--- config.mk ---
export PLATFORM = sky130hd
export DESIGN_NAME = rwx_member_store
export DESIGN_NICKNAME = d
export VERILOG_FILES = /design/src/rtl/core/rwx_pkg.sv /design/src/rtl/core/rwx_member_store.sv
export SDC_FILE = /design/constraint.sdc
export NUM_CORES = 1
export LEC_CHECK = 0
export ABC_AREA = 1
export BUFFER_PORTS_ARGS = -buffer_cell sky130_fd_sc_hd__buf_4
export CORE_ASPECT_RATIO = 2
export CORE_UTILIZATION = 49
export CTS_BUF_LIST = sky130_fd_sc_hd__clkbuf_4
export DETAILED_ROUTE_END_ITERATION = 8
export SYNTH_ARGS = -nofsm -noshare
export SYNTH_HDL_FRONTEND = slang
export SYNTH_SLANG_ARGS = --single-unit
--- constraint.sdc ---
create_clock -name clk -period 2.7 [get_ports clk]
set_input_delay 0.135 -clock clk [delete_from_list [all_inputs] [get_ports clk]]
set_output_delay 0.135 -clock clk [all_outputs]
set_load 0.02 [all_outputs]
--- src/rtl/core/rwx_pkg.sv ---
package rwx_pkg;

	localparam int NUM_GROUPS_DEF        = 8;
	localparam int MEMBERS_PER_GROUP_DEF = 16;
	localparam int USER_W                = 8;

	localparam logic [2:0] RWX_MASK    = 3'h7;
	localparam int         OWNER_SHIFT = 6;
	localparam int         GROUP_SHIFT = 3;

	typedef enum logic [1:0] {
		OP_CREATE = 2'd0,
		OP_ADD    = 2'd1,
		OP_CHECK  = 2'd2,
		OP_NONE   = 2'd3
	} op_t;

	typedef enum logic [1:0] {
		ST_IDLE = 2'd0,
		ST_EXEC = 2'd1,
		ST_SCAN = 2'd2,
		ST_DONE = 2'd3
	} state_t;

	typedef enum logic [1:0] {
		TRI_OWNER  = 2'd0,
		TRI_GROUP  = 2'd1,
		TRI_OTHERS = 2'd2
	} triple_t;

	typedef struct packed {
		op_t              op;
		logic [2:0]       group_index;
		logic [USER_W-1:0] user_id;
		logic [USER_W-1:0] caller_group;
		logic [USER_W-1:0] owner_user;
		logic [USER_W-1:0] owner_group;
		logic [8:0]       mode_bits;
		logic [2:0]       wanted;
	} req_t;

	typedef struct packed {
		logic       status;
		logic       allowed;
		logic [2:0] new_group;
	} rsp_t;

	function automatic logic triple_ok(logic [8:0] mode, triple_t sel, logic [2:0] want);
		logic [8:0] sh;
		logic [2:0] granted;
		case (sel)
			TRI_OWNER: sh = mode >> OWNER_SHIFT;
			TRI_GROUP: sh = mode >> GROUP_SHIFT;
			default:   sh = mode;
		endcase
		granted = sh[2:0] & RWX_MASK;
		return (granted & want) == want;
	endfunction

endpackage

--- src/rtl/core/rwx_member_store.sv ---
module rwx_member_store
	import rwx_pkg::*;
#(
	parameter int NUM_GROUPS        = NUM_GROUPS_DEF,
	parameter int MEMBERS_PER_GROUP = MEMBERS_PER_GROUP_DEF,
	localparam int GW = (NUM_GROUPS > 1) ? $clog2(NUM_GROUPS) : 1,
	localparam int KW = (MEMBERS_PER_GROUP > 1) ? $clog2(MEMBERS_PER_GROUP) : 1,
	localparam int CW = $clog2(MEMBERS_PER_GROUP + 1)
) (
	input  logic              clk,
	input  logic [GW-1:0]     grp,
	input  logic              cnt_rd_en,
	input  logic [GW-1:0]     cnt_rd_grp,
	output logic [CW-1:0]     cnt_rd_data,
	input  logic              cnt_wr_en,
	input  logic [CW-1:0]     cnt_wr_data,
	input  logic              lst_wr_en,
	input  logic [KW-1:0]     lst_wr_idx,
	input  logic [USER_W-1:0] lst_wr_data,
	input  logic              lst_rd_en,
	input  logic [KW-1:0]     lst_rd_idx,
	output logic [USER_W-1:0] lst_rd_data
);

	logic [CW-1:0]     cnt_mem [NUM_GROUPS];
	logic [USER_W-1:0] lst_mem [NUM_GROUPS][MEMBERS_PER_GROUP];
	logic [CW-1:0]     cnt_rd_q;
	logic [USER_W-1:0] lst_rd_q;

	always_ff @(posedge clk) begin
		if (cnt_wr_en)
			cnt_mem[grp] <= cnt_wr_data;
		if (cnt_rd_en)
			cnt_rd_q <= cnt_mem[cnt_rd_grp];
	end

	always_ff @(posedge clk) begin
		if (lst_wr_en)
			lst_mem[grp][lst_wr_idx] <= lst_wr_data;
		if (lst_rd_en)
			lst_rd_q <= lst_mem[grp][lst_rd_idx];
	end

	assign cnt_rd_data = cnt_rd_q;
	assign lst_rd_data = lst_rd_q;

endmodule

* After elaboration in Yosys (flattened, before gate mapping) *
Memory sizes are Yosys's and may differ from the RTL's. A register that Yosys moved wholly into a read port is not among the register bits.
Index checks and enable logic that the tools add are counted.

word-level totals
  bits of input ports = 32
  register bits after elaboration = 8
  memories kept = 2
  output and inout port bits = 13
  RAM bits = 1064
  word-level logic and storage cells = 18

memories
  name     words  bits a word  read ports  clocked after Yosys merged registers in  wr ports  line                    source
  lst_mem  8      128          1           0                                        1         rwx_member_store.sv:26  logic [USER_W-1:0] lst_mem [NUM_GROUPS][MEMBERS_PER_GROUP];
  cnt_mem  8      5            1           1                                        1         rwx_member_store.sv:25  logic [CW-1:0] cnt_mem [NUM_GROUPS];

operators by class
  mux-type cells = 9
  bitwise gates (word level) = 2
  reduce and logical (&&, ||, !) cells = 1
  magnitude comparators = 3

operators with widths
  cell                  count
  $mux W128             1
  $bmux W8 S4           1
  $demux W8 S4          1
  $mux W8               3
  $ge A5 B5 Y1 const B  2
  $not A4 Y5            2
  $lt A5 B1 Y1 const B  1
  $mux W1               3
  $logic_and A1 B1 Y1   1

* Depth between registers and ports, before layout *
  depth in word-level cells = 6
  depth in mapped cells = 13
  gate-level depth less buffers = 11

* Worst setup path after synthesis *
OpenSTA, ideal clock, no wires.

  path kind = input -> register
  from = in grp[2]
  to = mem lst_mem[6][100] (netlist bit), enable pin
  buffers on the path = 5
  setup time = 0.370 ns
  arrival = 1.459 ns
  data required time = 2.330 ns
  cell stages on the path = 7
  path slack = 0.870 ns
  path through = buf_2 -> buf_4 -> nand3_1 -> buf_2 -> buf_2 -> buf_1 -> nor2_1

RTL lines
  element          line                    source
  start, declared  rwx_member_store.sv:11  input logic [GW-1:0] grp,
  end, declared    rwx_member_store.sv:26

No word-level cell before the write port.

==> results by group <==
Worst setup path
  – CP arrival: 3420 ps
  – Slowest cell delay on critical path: 570 ps
  – CP Launch Type: flip-flop
  – Cell mode on critical path: dlygate4sd3_1
  – Critical path cell sequence: nor2_1 > nor2_1 > dlygate4sd3_1 > o21ai_0 > dlygate4sd3_1 > a31oi_1 > dlygate4sd3_1
  – WS Path Type: reg -> reg
  – Crit path buf inv count: 3
  – CP Capture Type: flip-flop
  – Cell family with most CP delay: buffers and inverters
  – Crit path max fanout: 1
  – Slowest cell on the critical path: dlygate4sd3_1
  – Req. time, crit path: 3550 ps

Synthesis
  – Sequential area share after synthesis: 72.24%
  – Cell area after synthesis: 44770 sq um
  – Share of the synthesized area in the top cell type: 72.24%
  – Largest cells by area after synthesis: edfxtp_1 72%, nand2_1 9.9%, nand3_1 4.0%, nand4_1 3.9%, nor2_1 3.8%
  – Synth unique cells: 25
  – Cell taking the most area after synthesis: edfxtp_1
  – Yosys reg bits: 1077
  – Synth Warn #: 0
  – Post-synthesis cell count: 3963
  – Synth Area per Inst: 11.30 sq um
  – Mapped Nets: 3995

Power
  – Sw frac: 24.40%
  – Total Power: 32.71 mW
  – VDD IR max: 367.7 uV
  – Sw Pwr: 7.983 mW
  – PD cells: 638.5 nW/um^2
  – Clock power share: 35.9%
  – P_int: 24.73 mW
  – Logic pwr share: 7.5%
  – Leak: 19.97 nW
  – Sequential power share: 56.6%

Detailed routing
  – Drt first pass iters: 6
  – Iter 0 DRT Violations: 2888
  – Post-route DRC violation count: 0
  – Post-Route WL: 136.4 mm
  – Drt wl/cell: 24.21 um
  – Final ANT Viol Nets: 0
  – Routed vias/inst: 5.669
  – Via count: 31940

Flow run
  – Max-cap violation count: 0

Floorplanning
  – Site Rows: 156
  – Core outline area: 90370 sq um
  – Die area: 92660 sq um
  – I/O pin cnt: 45
  – Initial Utilization: 49.54%
  – Die Width: 215.7 um
  – Die Y: 429.5 um

STA
  – Fmax: 389.8 MHz
  – Fin crit share: 95.02%
  – Worst slew pin tran: 1065 ps
  – Final hold vios: 0
  – Endpoints failing setup: 0
  – Setup_tns: 0 ps
  – Fin. max-slew vios: 0
  – Shortest period the worst path allows: 2566 ps
  – RSZ-0062 raised after global routing: no
  – Layout Skew: 35.98 ps
  – Relative slew slack: 28.75%

Clock tree
  – Clk buf depth: 3
  – Clock transition at path regs: 80 ps
  – CTS tree: yes
  – H-tree depth: 4
  – Clk sinks: 1077
  – Post-CTS Setup Inserts: 0
  – TritonCTS buffer count: 224
  – Root Buffer: clkbuf_4
  – Clk_lat worst skew: 1110 ps

Cells and area
  – Final net count: 4319
  – Fraction of layout cells with a size suffix above 1: 14.35%
  – Area delta synth->final: 14.44%
  – Final-layout fill cell count: 7667

GRT
  – Initial antenna violation count: 2
  – First-pass GRT wire length: 200.7 mm
  – Vias in the first global route: 31650
  – Largest net degree at the start of global routing: 113
  – GRT Util Overall: 29.70%
  – Gr ovfl total: 0

Placement
  – HPWL after DPL: 84.61 mm
  – Port bufs: 44
  – Gp weighted congestion: 0.9021

Min path
  – Worst min-delay path class: in -> reg

Status
  – Status: finished, final reports clean
==> cell type report <==
cell class / instances / area (sq um) / area share [%]
diodes: 3 / 7.507 / 0.01465
clock buffers: 299 / 2245 / 4.381
clock inverters: 86 / 473.0 / 0.9231
inverters: 210 / 803.3 / 1.568
multi-input cells: 2421 / 10520 / 20.52
flip-flops and latches: 1077 / 32340 / 63.12
well taps: 1185 / 1483 / 2.894
repair buffers: 353 / 3369 / 6.576
==> cell families after synthesis <==
kind of cell | after synthesis | synth area share (%)
simple gates | 2286 | 21.85
flops | 1077 | 72.24
buf+inv | 465 | 4.374
compound gates | 135 | 1.537
==> per-layer routing <==
metal  up-vias  GRT usage, %  routed length, um
met5         -             0                 13
met4         2         18.16               8541
met3       394         4.626               8446
met2      1405         52.85              71130
met1     15600         33.11              48260
li1      14540             -                  -
==> cells in the mapped netlist (all sizes together) <==
master  number
and3         1
a31oi        5
nand4      282
clkinv       3
buf        173
edfxtp    1077
nand2     1179
a21oi       41
o21ai       84
o22ai        5
inv        207
nor2       459
nand3b       5
clkbuf      82
nor3         4
nand3      356
==> power groups by stage <==
| stage | logic (mW) | registers, mW | clock network, mW |
|---|---|---|---|
| 2_1_floorplan | 1.11 | 18.9 | 0 |
| 3_3_place_gp | 2.34 | 18.9 | 0 |
| 3_5_place_dp | 2.36 | 18.9 | 0 |
| 4_1_cts | 2.43 | 18.5 | 12.0 |
| 5_1_grt | 2.60 | 18.5 | 12.6 |
| 6_report | 2.45 | 18.5 | 11.7 |
==> repair_timing <==
| item | CTS | global route |
|---|---|---|
| resized for setup | 0 | 0 |
| hold buffers | 54 | 0 |
| hold endpoints to repair | 1858 | 0 |
==> per-stage QoR <==
stage	cells	instance area [sq um]	hold WS (ps)	util (%)	setup WS (ps)
after floorplan	3963	44770	233.9	-	870.3
after global placement	5192	47970	392.4	53.08	215.7
after detailed placement	5192	47970	400.6	53.08	226.9
after CTS	5631	51230	0.1850	56.69	147.6
after global routing	5632	51230	69.90	56.69	13.92
final	5634	51240	87.38	56.70	134.4
==> layout by cell type, fill, tap and decap left out, drive strengths merged <==
cell         instances
clkinvlp             1
edfxtp            1077
bufinv               5
nand2             1179
o21ai               84
o22ai                5
nor3                 4
inv                214
and3                 1
diode                3
a31oi                5
a21oi               41
nand3b               5
nand4              282
nor2               459
buf                298
clkinv              76
nand3              356
clkbuf             300
dlygate4sd3         54
==> sequential cells by signal, summed over array words and instances (netlist names) <==
name and count:
lst_mem 1024, cnt_mem 40, lst_rd_data 8, cnt_rd_data 5
==> worst paths after layout <==
check                                     from              to  slack, ps  cells after the start
worst max-delay path             cnt_mem[0][2]  cnt_rd_data[2]        130                      7
worst min-delay path            lst_wr_data[6]  lst_mem[4][70]         90                      2
worst max register to register   cnt_mem[0][2]  cnt_rd_data[2]        130                      7
worst min register to register   cnt_mem[1][1]  cnt_rd_data[1]        670                      2
Note: power is estimated with default switching activity, not from simulation.
